### src/hdl/sbqm_pkg.sv
// Shared types and constants for the stereo low-pass biquad mixer.
// Holds the fixed-point widths, the config register codes and the
// structs that run between the lanes, the merge stage and the top level.
package sbqm_pkg;

  localparam int SAMPLE_W = 16;
  localparam int COEF_W   = 24;
  localparam int FRAC_C   = COEF_W - 2;
  localparam int HIST_W   = SAMPLE_W + 8;
  localparam int XS_W     = SAMPLE_W + 3;
  localparam int PROD_W   = COEF_W + HIST_W;
  localparam int ACC_W    = PROD_W + 2;
  localparam int RQ_W     = ACC_W - FRAC_C;
  localparam int LVL_W    = 7;
  localparam int GAIN_W   = 2 * LVL_W;
  localparam int DRY_P_W  = GAIN_W + SAMPLE_W + 1;
  localparam int N_W      = GAIN_W + HIST_W + 2;
  localparam int CFG_W    = COEF_W;

  // Mix divides by 10000 and rounds half away from zero.
  localparam longint MIX_DEN  = 10000;
  localparam longint MIX_HALF = MIX_DEN / 2;
  // Magnitudes at or above this saturate in either sign.
  localparam longint SAT_LIM  = (longint'(2) ** (SAMPLE_W - 1) + 1) * MIX_DEN;
  localparam int     REM_W    = $clog2(SAT_LIM);

  // Divide by MIX_DEN as a multiply by the rounded-up reciprocal; the
  // reciprocal error stays below 2^(RCP_SH-REM_W), so the quotient is exact
  // for every magnitude below 2^REM_W.
  localparam int RCP_SH = REM_W + $clog2(MIX_DEN);
  localparam int RCP_W  = REM_W + 1;
  localparam int PRQ_W  = REM_W + RCP_W;
  localparam logic [RCP_W-1:0] RCP_MUL =
    RCP_W'(((longint'(1) <<< RCP_SH) + MIX_DEN - 1) / MIX_DEN);

  localparam logic [ACC_W-1:0] ACC_RND = ACC_W'(1) << (FRAC_C - 1);
  localparam logic [GAIN_W-1:0] GAIN_RST = GAIN_W'(MIX_DEN);

  localparam logic signed [HIST_W-1:0] HIST_MAX = {1'b0, {(HIST_W-1){1'b1}}};
  localparam logic signed [HIST_W-1:0] HIST_MIN = {1'b1, {(HIST_W-1){1'b0}}};
  localparam logic signed [SAMPLE_W-1:0] SMP_MAX = {1'b0, {(SAMPLE_W-1){1'b1}}};
  localparam logic signed [SAMPLE_W-1:0] SMP_MIN = {1'b1, {(SAMPLE_W-1){1'b0}}};

  typedef enum logic [2:0] {
    CFG_B0     = 3'd0,
    CFG_A1     = 3'd1,
    CFG_A2     = 3'd2,
    CFG_DRY    = 3'd3,
    CFG_WET    = 3'd4,
    CFG_BYPASS = 3'd5
  } cfg_idx_t;

  typedef struct packed {
    logic [COEF_W-2:0]          b0;
    logic signed [COEF_W-1:0]   a1;
    logic signed [COEF_W-1:0]   a2;
    logic [GAIN_W-1:0]          wet_gain;
    logic [GAIN_W-1:0]          dry_gain;
  } coef_t;

  typedef struct packed {
    logic start;
    logic ack;
  } lane_ctl_t;

  typedef struct packed {
    logic                       idle;
    logic                       done;
    logic signed [SAMPLE_W-1:0] mix;
  } lane_stat_t;

endpackage

### src/hdl/sbqm_merge.sv
// Merge stage: joins the two lane results, or a bypassed frame, into one
// output register with valid/ready. Uses sbqm_pkg for the lane status type.
module sbqm_merge (
  input  logic                                 clk,
  input  logic                                 rst_n,
  input  sbqm_pkg::lane_stat_t                 lane_l,
  input  sbqm_pkg::lane_stat_t                 lane_r,
  input  logic                                 bp_load,
  input  logic signed [sbqm_pkg::SAMPLE_W-1:0] bp_left,
  input  logic signed [sbqm_pkg::SAMPLE_W-1:0] bp_right,
  output logic                                 free,
  output logic                                 lane_ack,
  output logic                                 out_valid,
  input  logic                                 out_ready,
  output logic signed [sbqm_pkg::SAMPLE_W-1:0] out_left,
  output logic signed [sbqm_pkg::SAMPLE_W-1:0] out_right
);
  import sbqm_pkg::*;

  logic                       valid_r;
  logic signed [SAMPLE_W-1:0] left_r, right_r;

  assign free     = !valid_r || out_ready;
  assign lane_ack = lane_l.done && lane_r.done && free;

  always_ff @(posedge clk) begin
    if (!rst_n) begin
      valid_r <= 1'b0;
    end else if (lane_ack || bp_load) begin
      valid_r <= 1'b1;
    end else if (out_ready) begin
      valid_r <= 1'b0;
    end
  end

  always_ff @(posedge clk) begin
    if (bp_load) begin
      left_r  <= bp_left;
      right_r <= bp_right;
    end else if (lane_ack) begin
      left_r  <= lane_l.mix;
      right_r <= lane_r.mix;
    end
  end

  assign out_valid = valid_r;
  assign out_left  = left_r;
  assign out_right = right_r;

  a_no_clash: assert property (@(posedge clk) disable iff (!rst_n)
    !(bp_load && lane_ack))
    else $error("bypass item and lane result loaded together");

  a_lockstep: assert property (@(posedge clk) disable iff (!rst_n)
    lane_l.done == lane_r.done)
    else $error("lanes out of step");

  a_hold: assert property (@(posedge clk) disable iff (!rst_n)
    valid_r && !out_ready |=> valid_r && $stable(left_r) && $stable(right_r))
    else $error("pending item changed before it was taken");

endmodule

### config.mk
export PLATFORM = sky130hd
export DESIGN_NAME = sbqm_merge
export DESIGN_NICKNAME = d
export VERILOG_FILES = /design/src/hdl/sbqm_pkg.sv /design/src/hdl/sbqm_merge.sv
export SDC_FILE = /design/constraint.sdc
export NUM_CORES = 1
export LEC_CHECK = 0
export ABC_AREA = 1
export BUFFER_PORTS_ARGS = -buffer_cell sky130_fd_sc_hd__buf_2
export CAP_MARGIN = 30
export CORE_MARGIN = 5
export CORE_UTILIZATION = 43
export CTS_BUF_LIST = sky130_fd_sc_hd__clkbuf_16
export DETAILED_ROUTE_END_ITERATION = 7
export PLACE_DENSITY = 0.85
export SLEW_MARGIN = 20
export SYNTH_ARGS = -nofsm -noshare
export SYNTH_HDL_FRONTEND = slang
export SYNTH_SLANG_ARGS = --single-unit
### constraint.sdc
create_clock -name clk -period 8.1 [get_ports clk]
set_input_delay 0.81 -clock clk [delete_from_list [all_inputs] [get_ports clk]]
set_output_delay 0.81 -clock clk [all_outputs]
set_load 0.01 [all_outputs]
## Yosys cells after proc, flatten, opt, wreduce, memory -nomap -nowiden

Index checks and enable logic that the tools add are counted.

| storage, ports and cells | value |
|---|---|
| flip-flop bits (word level) | 33 |
| input bits | 72 |
| output and inout port bits | 35 |
| logic and storage cells | 16 |

| cells by class | value |
|---|---|
| muxes and demuxes | 6 |
| reductions and logical operators | 7 |

Operators by type and width:

| kind | count |
|---|---|
| $mux W16 | 4 |
| $reduce_bool A2 Y1 | 2 |
| $logic_and A1 B1 Y1 | 2 |
| $logic_or A1 B1 Y1 | 2 |
| $mux W1 | 2 |
| $logic_not A1 Y1 | 1 |

## Depth between registers and ports, before layout

Gate-level depths: netlist of the first run.

| depth | value |
|---|---|
| depth after elaboration | 5 |
| mapped depth | 5 |
| mapped depth without buffers | 5 |

## Least setup slack after synthesis of the first run

OpenSTA, ideal clock, no wires.

| timing | value |
|---|---|
| path kind | input to register |
| start point | in out_ready |
| end point | reg left_r[0] (netlist: out_left[0]), enable pin |
| setup time | 0.466 ns |
| arrival | 3.312 ns |
| required time | 7.634 ns |
| setup slack | 4.322 ns |
| stages on the path | 4 |
| buffers on the path | 0 |
| path through | inv_1 nand2_1 inv_1 o21ai_0 |

| between the ends | value |
|---|---|
| longest elaborated chain between the ends | 3 |

RTL lines:

| item | line | text |
|---|---|---|
| start, declared | sbqm_merge.sv:14 | `input logic out_ready,` |
| $logic_or A1 B1 Y1 | sbqm_merge.sv:23 | `assign free = !valid_r \|\| out_ready;` |
| via free | sbqm_merge.sv:11 | `output logic free,` |
| $logic_and A1 B1 Y1 | sbqm_merge.sv:24 | `assign lane_ack = lane_l.done && lane_r.done && free;` |
| $reduce_bool A2 Y1 (no source line) | - |  |
| end signal, assigned | sbqm_merge.sv:38 | `left_r <= bp_left;` |
| end signal, assigned | sbqm_merge.sv:41 | `left_r <= lane_l.mix;` |
| end, declared | sbqm_merge.sv:21 | `logic signed [SAMPLE_W-1:0] left_r, right_r;` |

The timed path passes the listed nets, and every way through them passes these cells.
A chain may end at the register's enable or synchronous reset.

## Worst setup path in the final report of the first run

| timing | value |
|---|---|
| start point | in out_ready |
| end point | out lane_ack |

| between the ends | value |
|---|---|
| longest elaborated chain between the ends | 2 |

RTL lines:

| item | line | text |
|---|---|---|
| $logic_or A1 B1 Y1 | sbqm_merge.sv:23 |  |
| $logic_and A1 B1 Y1 | sbqm_merge.sv:24 |  |
| end, declared | sbqm_merge.sv:12 | `output logic lane_ack,` |

Every way passes these cells.

==> results.json, run 1 <==
{
  "outcome": "finished, final reports clean",
  "crit_path_end_kind": "output port",
  "netlist_area_mm2": 0.00149,
  "layout_commonest_cell": "buf_2",
  "drt-pass1-iter-count": 4,
  "fin_nets": 323,
  "die_w_um": 68.9,
  "whs_path_depth": 4,
  "drv_slew": 0,
  "syn_inst": 146,
  "post_cts_buffers": 0,
  "syn-mean-instance-area_um2": 10.2,
  "hold_ws_ns": 0.612,
  "yosys.area.top_type": "edfxtp_1",
  "reg2reg_from": "out_valid",
  "row_count": 21,
  "netlist.area_leader.share_pct": 64.3,
  "start_util_pct": 44.4,
  "coreArea_mm2": 0.00336,
  "grt_pass1_wl_um": 4970,
  "r2r_end": "out_right[8]",
  "cts_sinks": 33,
  "place_inst": 289,
  "instances_no_fill": 298,
  "syn_nets": 218,
  "fmax_mhz": 474,
  "drtAntennaViolNets": 0,
  "wl_um": 3550,
  "start_kind": "input pin",
  "chipHeight_um": 68.9,
  "dieArea_mm2": 0.00475,
  "min_to": "out_valid",
  "postCtsHoldBufs": 0,
  "grt_pass1_vias": 1153,
  "antenna_found_initial": 0,
  "cts_buffer_depth": 2,
  "peakVddDrop_mv": 0.121,
  "routabilityCongestion": 0.687,
  "maxSlewHeadroom_pct": 57.4,
  "critPathMaxFanout": 3,
  "fin_skew_ns": 0.00387,
  "rr_worst_depth": 4,
  "detail_route.iter0.violations": 33,
  "overflow": 0,
  "grt_max_degree": 35,
  "cts_tree": "done",
  "htree_levels": 2,
  "worst_pin_slew_ns": 0.639,
  "drive_gt1_share_pct": 48.4,
  "maxCapViolCount": 0,
  "critical_path_class": "input pin to output port",
  "hold_viol_final": 0,
  "p_per_area_mw_per_mm2": 204,
  "post_cts_resize_count": 0,
  "place_hpwl_um": 2700,
  "wl_per_cell_um": 11.9,
  "yosysUniqueCellTypes": 12,
  "synth_area_leaders": "edfxtp_1 (64%), nand2_1 (22%), nand2_2 (4.2%)",
  "mostFrequentLayoutCells": "buf_2 (104), nand2_1 (89), edfxtp_1 (32)",
  "io_pins": 107,
  "drc": 0,
  "vias": 1277,
  "port_buffers": 104,
  "worstPathArrival_ns": 1.30,
  "final.min_clock_period_ns": 2.11,
  "clock_latency_ns": 0.26,
  "reg2reg_slack_ns": 6.68,
  "drt-vias-per-instance": 4.29,
  "period_share_pct": 26.1,
  "min-delay-start": "out_valid",
  "hp-class": "register to register",
  "ys_seq_elements": 33,
  "rsz0062_at_grt": "no",
  "setup_viol_count_final": 0,
  "cp_data_required_time_ns": 7.29,
  "antenna_cells": 0,
  "cts_buffers": 5,
  "yosys_warnings": 0,
  "final_util_pct": 64.4,
  "tns_ns": 0,
  "grtUsageTotal_pct": 14.2,
  "p_leak_nw": 1.16,
  "yosysSeqAreaShare_pct": 65.7,
  "path_clk_slew_ns": 0.05,
  "clockRootBuffer": "clkbuf_16",
  "area_delta_synth_final_pct": 45.1
}
[layer usage]
| metal | vias up | global-route usage, % | wire [um] |
|---|---|---|---|
| met5 | - | 0 | 0 |
| met4 | 0 | 3.65 | 27 |
| met3 | 2 | 3.08 | 293 |
| met2 | 50 | 28.2 | 1950 |
| met1 | 553 | 14.8 | 1280 |
| li1 | 672 | - | - |
[how the worst max path moves through the flow]
| stage | startpoint | endpoint | slack, ns | cells after the start |
|---|---|---|---|---|
| after CTS | out_ready | lane_ack | 5.98 | 6 |
| after global placement | bp_load | out_right[11] | 5.72 | 3 |
| after floorplan | out_ready | out_left[0] | 4.32 | 4 |
| final | out_ready | lane_ack | 5.99 | 6 |
| after global routing | out_ready | lane_ack | 5.93 | 6 |
| after detailed placement | bp_load | out_right[11] | 5.72 | 3 |
[final cells by class]
class                           instances  area (um^2)
Sequential cell                        33          981
Clock buffer                            5          125
Clock inverter                          3         11.3
Multi-Input combinational cell        102          422
Tap cell                               46         57.6
Timing Repair Buffer                  105          548
Inverter                                4         22.5
Fill cell                             309         1200
[synth_stat cells]
| library cell | instances |
|---|---|
| nand2_1 | 89 |
| edfxtp_1 | 32 |
| nand2_2 | 10 |
| buf_6 | 4 |
| inv_1 | 3 |
| buf_4 | 2 |
| buf_12 | 1 |
| dfxtp_1 | 1 |
| inv_8 | 1 |
| nand3_1 | 1 |
| nor2_1 | 1 |
| o21ai_0 | 1 |
[metrics by stage]
step	area (um^2)	worst slack [ns]	power, mW
2_1_floorplan	1490	4.32	0.245
3_3_place_gp	2000	5.72	0.274
3_5_place_dp	2000	5.72	0.276
4_1_cts	2140	5.98	0.444
5_1_grt	2170	5.93	0.462
6_report	2170	5.99	0.441
[sequential cells by signal, summed over array words and instances (netlist names)]
name,cells
out_valid,1
out_right,16
out_left,16
[where the power goes]
part           internal (mW)  switching (mW)
clock                  0.110          0.0573
sequential             0.205         0.00338
combinational         0.0296          0.0356
[critical path, cell delays in order]
cell and delay, ns:
buf_2 0.09, inv_1 0.04, nand2_1 0.06, inv_1 0.11
nor2_1 0.05, buf_2 0.13
[cell families (layout without fill, tap and decap cells)]
group | Yosys count | in the layout | synth area share [%]
compound gates | 1 | 1 | 0.335
buf+inv | 11 | 117 | 6.87
flops | 33 | 33 | 65.7
simple gates | 101 | 101 | 27.1
Note: power is estimated with default switching activity, not from simulation.
==> inputs of run 2 (changes only) <==
--- a/config.mk
+++ b/config.mk
@@ -5,14 +5,14 @@
 export SDC_FILE = /design/constraint.sdc
 export NUM_CORES = 1
 export LEC_CHECK = 0
-export ABC_AREA = 1
+export ABC_AREA = 0
 export BUFFER_PORTS_ARGS = -buffer_cell sky130_fd_sc_hd__buf_2
 export CAP_MARGIN = 30
 export CORE_MARGIN = 5
-export CORE_UTILIZATION = 43
+export CORE_UTILIZATION = 37
 export CTS_BUF_LIST = sky130_fd_sc_hd__clkbuf_16
 export DETAILED_ROUTE_END_ITERATION = 7
-export PLACE_DENSITY = 0.85
+export PLACE_DENSITY = 0.77
 export SLEW_MARGIN = 20
 export SYNTH_ARGS = -nofsm -noshare
 export SYNTH_HDL_FRONTEND = slang
==> constraint.sdc (replaced) <==
create_clock -name clk -period 1.7 [get_ports clk]
set_input_delay 0.17 -clock clk [delete_from_list [all_inputs] [get_ports clk]]
set_output_delay 0.17 -clock clk [all_outputs]
set_load 0.01 [all_outputs]
==> results.json, run 2 <==
{
  "outcome": "finished, final reports clean",
  "coreArea_mm2": 0.00400,
  "critPathMaxFanout": 32,
  "drive_gt1_share_pct": 78.8,
  "yosys_warnings": 0,
  "r2r_end": "out_left[12]",
  "p_leak_nw": 1.08,
  "wl_per_cell_um": 14.6,
  "synthTopCellsByCount": "edfxtp_1 (32), mux2_4 (28), buf_6 (4), mux2_2 (4)",
  "syn_inst": 76,
  "overflow": 0,
  "async_flop_share_pct": 0,
  "grt_max_degree": 33,
  "antenna_cells": 0,
  "grt_pass1_vias": 1071,
  "postCtsHoldBufs": 0,
  "reg2reg_from": "out_valid",
  "rsz0062_at_grt": "no",
  "layout_commonest_cell": "buf_2",
  "maxCapViolCount": 0,
  "antenna_found_initial": 0,
  "cp_data_required_time_ns": 1.58,
  "grtUsageTotal_pct": 12.1,
  "clock_latency_ns": 0.26,
  "worst_pin_slew_ns": 0.897,
  "area_delta_synth_final_pct": 45.3,
  "place_hpwl_um": 2840,
  "start_kind": "register",
  "drv_slew": 0,
  "maxSlewHeadroom_pct": 40.0,
  "hold_viol_final": 0,
  "power.total_mw": 2.12,
  "final_cell_area_mm2": 0.00223,
  "cts_buffers": 5,
  "syn-mean-instance-area_um2": 20.2,
  "drt-pass1-iter-count": 2,
  "worstPathArrival_ns": 1.46,
  "hold_ws_ns": 0.127,
  "synth_area_leaders": "edfxtp_1 (63%), mux2_4 (27%), buf_6 (2.9%)",
  "synth-edff-count": 32,
  "clockRootBuffer": "clkbuf_16",
  "drt-vias-per-instance": 4.41,
  "yosysUniqueCellTypes": 12,
  "ys_seq_elements": 33,
  "detail_route.iter0.violations": 71,
  "io_pins": 107,
  "yosys.area.top_type": "edfxtp_1",
  "chipHeight_um": 74.3,
  "peakVddDrop_mv": 0.629,
  "htree_levels": 2,
  "crit_start": "out_valid",
  "rr_worst_depth": 2,
  "fin_skew_ns": 0.00364,
  "endpoint": "out_left[12]",
  "cts_tree": "done",
  "grt_pass1_wl_um": 4860,
  "vias": 1031,
  "fmax_mhz": 635,
  "final.min_clock_period_ns": 1.58,
  "p_per_area_mw_per_mm2": 954,
  "dieArea_mm2": 0.00553,
  "reg2reg_slack_ns": 0.12,
  "yosysMostFrequentCell": "edfxtp_1",
  "drc": 0,
  "row_count": 23,
  "hp-class": "input pin to register",
  "crit_path_end_kind": "register",
  "setup_viol_count_final": 0,
  "cts_buffer_depth": 2,
  "final_util_pct": 55.6,
  "ys.flop_type": "edfxtp_1",
  "drtAntennaViolNets": 0,
  "routabilityCongestion": 0.718,
  "cts_sinks": 33,
  "netlist_area_mm2": 0.00153,
  "placed_cell_area_mm2": 0.00210,
  "path_clk_slew_ns": 0.05,
  "start_util_pct": 38.3,
  "syn_nets": 148,
  "critical_path_class": "register to register",
  "netlist.area_leader.share_pct": 62.7,
  "period_share_pct": 92.7,
  "die_w_um": 74.3,
  "fin_nets": 257,
  "mostFrequentLayoutCells": "buf_2 (104), edfxtp_1 (32), mux2_4 (28)",
  "port_buffers": 104,
  "tns_ns": 0,
  "wl_um": 3430,
  "yosysSeqAreaShare_pct": 64.1
}
-- run 2: cell count changes after synthesis, sizes merged, moves of 3 or more --
cell,previous run,this run
mux2,0,32
inv,4,1
nand2,99,1
buf,7,4
-- run 2: cells by family after synthesis --
| logic type | after synthesis | share of synthesized area (%) |
|---|---|---|
| buffers and inverters | 5 | 3.19 |
| multiplexers | 32 | 30.4 |
| AND/OR/NAND/NOR | 3 | 0.898 |
| flip-flops | 33 | 64.1 |
| AO/OA/AOI/OAI | 3 | 1.47 |
-- run 2: worst min-delay path by stage --
stage           from         to  slack [ns]  cells after the start
2_1_floorplan  rst_n  out_valid        0.29                      1
3_3_place_gp   rst_n  out_valid        0.38                      2
3_5_place_dp   rst_n  out_valid        0.40                      2
4_1_cts        rst_n  out_valid        0.12                      2
5_1_grt        rst_n  out_valid        0.13                      2
6_report       rst_n  out_valid        0.13                      2
-- run 2: report_power, final --
| group | total (mW) | switching (mW) | internal (mW) |
|---|---|---|---|
| Clock | 0.796 | 0.275 | 0.521 |
| Sequential | 0.992 | 0.0143 | 0.978 |
| Combinational | 0.336 | 0.144 | 0.192 |
| Total | 2.12 | 0.433 | 1.69 |
-- run 2: metal layers --
layer  global-route usage [%]  routed length (um)  vias to the layer above
li1                         -                   -                      508
met1                     12.2                1080                      474
met4                     6.72                  84                        0
met5                        0                   0                        -
met2                     21.8                1990                       43
met3                     4.05                 267                        6
-- run 2: critical path, stage by stage (launching register included) --
cell and delay, ns:
dfxtp_1 0.30, nor2b_1 0.18, o21bai_4 0.72
-- run 2: stage by stage --
stage                     setup WS [ns]  cells
final                             0.124    234
after detailed placement         0.0445    228
after floorplan                   0.243     76
after global placement            0.137    228
after global routing             0.0137    234
after CTS                        0.0408    234
-- run 2: final cells by class --
cell class	count	area (um^2)
fillers	332	1770
clock inverters	1	5.00
inverters	1	3.75
flip-flops and latches	33	981
multi-input cells	38	513
repair buffers	106	536
clock buffers	5	125
well taps	50	62.6
-- run 2: timing repair --
item / in CTS / in global routing
setup buffers: 0 / 0
setup endpoints to repair: 0 / 23
gates resized for setup: 0 / 0
endpoints found under the hold margin: 0 / 0
==> inputs of run 3 (changes only) <==
--- a/config.mk
+++ b/config.mk
@@ -12,7 +12,7 @@
 export CORE_UTILIZATION = 37
 export CTS_BUF_LIST = sky130_fd_sc_hd__clkbuf_16
 export DETAILED_ROUTE_END_ITERATION = 7
-export PLACE_DENSITY = 0.77
+export PLACE_DENSITY = 0.8
 export SLEW_MARGIN = 20
 export SYNTH_ARGS = -nofsm -noshare
 export SYNTH_HDL_FRONTEND = slang
==> results.json, run 3 (synthesis results as in run 2) <==
{
  "outcome": "finished, final reports clean",
  "drt-pass1-iter-count": 3,
  "switchingPower_mw": 0.444,
  "post_cts_buffers": 0,
  "fmax_mhz": 644,
  "port_buffers": 104,
  "clock_latency_ns": 0.27,
  "period_share_pct": 91.4,
  "p_per_area_mw_per_mm2": 954,
  "cts_tree": "done",
  "worst_path_max_delay_cell": "o21bai_4",
  "cp_data_required_time_ns": 1.59,
  "power_frac_comb_pct": 15.8,
  "antenna_cells": 0,
  "grt_max_degree": 33,
  "antenna_found_initial": 0,
  "clockRootBuffer": "clkbuf_16",
  "hp-class": "input pin to register",
  "p_leak_nw": 1.09,
  "postCtsHoldBufs": 0,
  "fin_nets": 257,
  "io_pins": 107,
  "worstPathArrival_ns": 1.44,
  "setup_viol_count_final": 0,
  "start_kind": "register",
  "row_count": 23,
  "maxCapViolCount": 0,
  "place_hpwl_um": 2750,
  "grt_pass1_wl_um": 5040,
  "tns_ns": 0,
  "critPathMaxFanout": 32,
  "crit_path_end_kind": "register",
  "post_cts_resize_count": 0,
  "hold_viol_final": 0,
  "fill_cells": 348,
  "detail_route.iter0.violations": 14,
  "vias": 1050,
  "cts_sinks": 33,
  "fin_skew_ns": 0.00428,
  "peakVddDrop_mv": 0.575,
  "drt-vias-per-instance": 4.45,
  "cp_cell_sequence": "nor2b_1 -> o21bai_4",
  "rsz0062_at_grt": "no",
  "layout_commonest_cell": "buf_2",
  "critical_path_class": "register to register",
  "routabilityCongestion": 0.696,
  "htree_levels": 2,
  "mostFrequentLayoutCells": "buf_2 (104), edfxtp_1 (32), mux2_4 (28)",
  "p_int_mw": 1.70,
  "wl_per_cell_um": 14.1,
  "slowest_delay_ns": 0.70,
  "overflow": 0,
  "reg2reg_slack_ns": 0.15,
  "cts_buffers": 5,
  "drv_slew": 0,
  "wl_um": 3330,
  "drive_gt1_share_pct": 78.0,
  "dieArea_mm2": 0.00553,
  "cts_buffer_depth": 2,
  "grt_pass1_vias": 1147,
  "drtAntennaViolNets": 0,
  "area_delta_synth_final_pct": 46.7,
  "clkPwrFrac_pct": 37.9,
  "die_w_um": 74.3,
  "maxSlewHeadroom_pct": 41.5,
  "hold_ws_ns": 0.110,
  "chipHeight_um": 74.3,
  "path_clk_slew_ns": 0.05,
  "swShare_pct": 20.7,
  "coreArea_mm2": 0.00400,
  "start_util_pct": 38.3,
  "grtUsageTotal_pct": 12.6,
  "drc": 0,
  "worst_pin_slew_ns": 0.875,
  "seqPwrFrac_pct": 46.3,
  "final.min_clock_period_ns": 1.55
}
==> run 3: cell types whose count changed in the layout (fill, tap and decap cells not counted), sizes merged <==
cell,before,now
clkinv,1,3
==> run 3: worst paths after layout <==
path | endpoint | startpoint | depth (start not counted)
worst min-delay path | out_valid | rst_n | 2
worst min register to register | out_valid | out_valid | 2
worst max-delay path | out_right[5] | out_valid | 2
worst max register to register | out_right[5] | out_valid | 2
==> run 3: worst max-delay path, delay by kind of cell (launching register included) <==
family             cells  cell delay (ns)
AOI/OAI and AO/OA      1             0.70
DFF                    1             0.30
and+or+nand+nor        1             0.18
==> run 3: layout make-up <==
type | instances | area [um^2] | area share, %
multi-input combinational | 38 | 513 | 22.8
timing repair buffer | 106 | 548 | 24.4
inverter | 1 | 3.75 | 0.167
sequential | 33 | 981 | 43.7
clock inverter | 3 | 12.5 | 0.557
clock buffer | 5 | 125 | 5.57
tap | 50 | 62.6 | 2.79
==> run 3: power groups by stage <==
| stage | Combinational (mW) | Sequential (mW) | Clock [mW] |
|---|---|---|---|
| after floorplan | 0.145 | 1.05 | 0 |
| after global placement | 0.338 | 1.01 | 0 |
| after detailed placement | 0.347 | 1.01 | 0 |
| after CTS | 0.347 | 0.993 | 0.834 |
| after global routing | 0.370 | 0.998 | 0.885 |
| final | 0.339 | 0.992 | 0.813 |
==> run 3: per-stage QoR <==
step	std cells	utilization [%]	power, mW	area (um^2)	setup slack [ns]
3_3_place_gp	228	52.7	1.34	2110	0.0890
5_1_grt	236	56.1	2.25	2250	0.00353
2_1_floorplan	76	-	1.19	1540	0.243
3_5_place_dp	228	52.7	1.35	2110	0.0853
6_report	236	56.1	2.14	2250	0.146
4_1_cts	236	56.1	2.17	2250	0.0769
==> run 3: per-layer routing <==
metal	routed length [um]	share of wire (%)	GRT usage (%)
met1	1080	33	12.7
met2	1820	55	22.1
met3	408	12	6.76
met4	16	0.48	4.15
met5	0	0	0
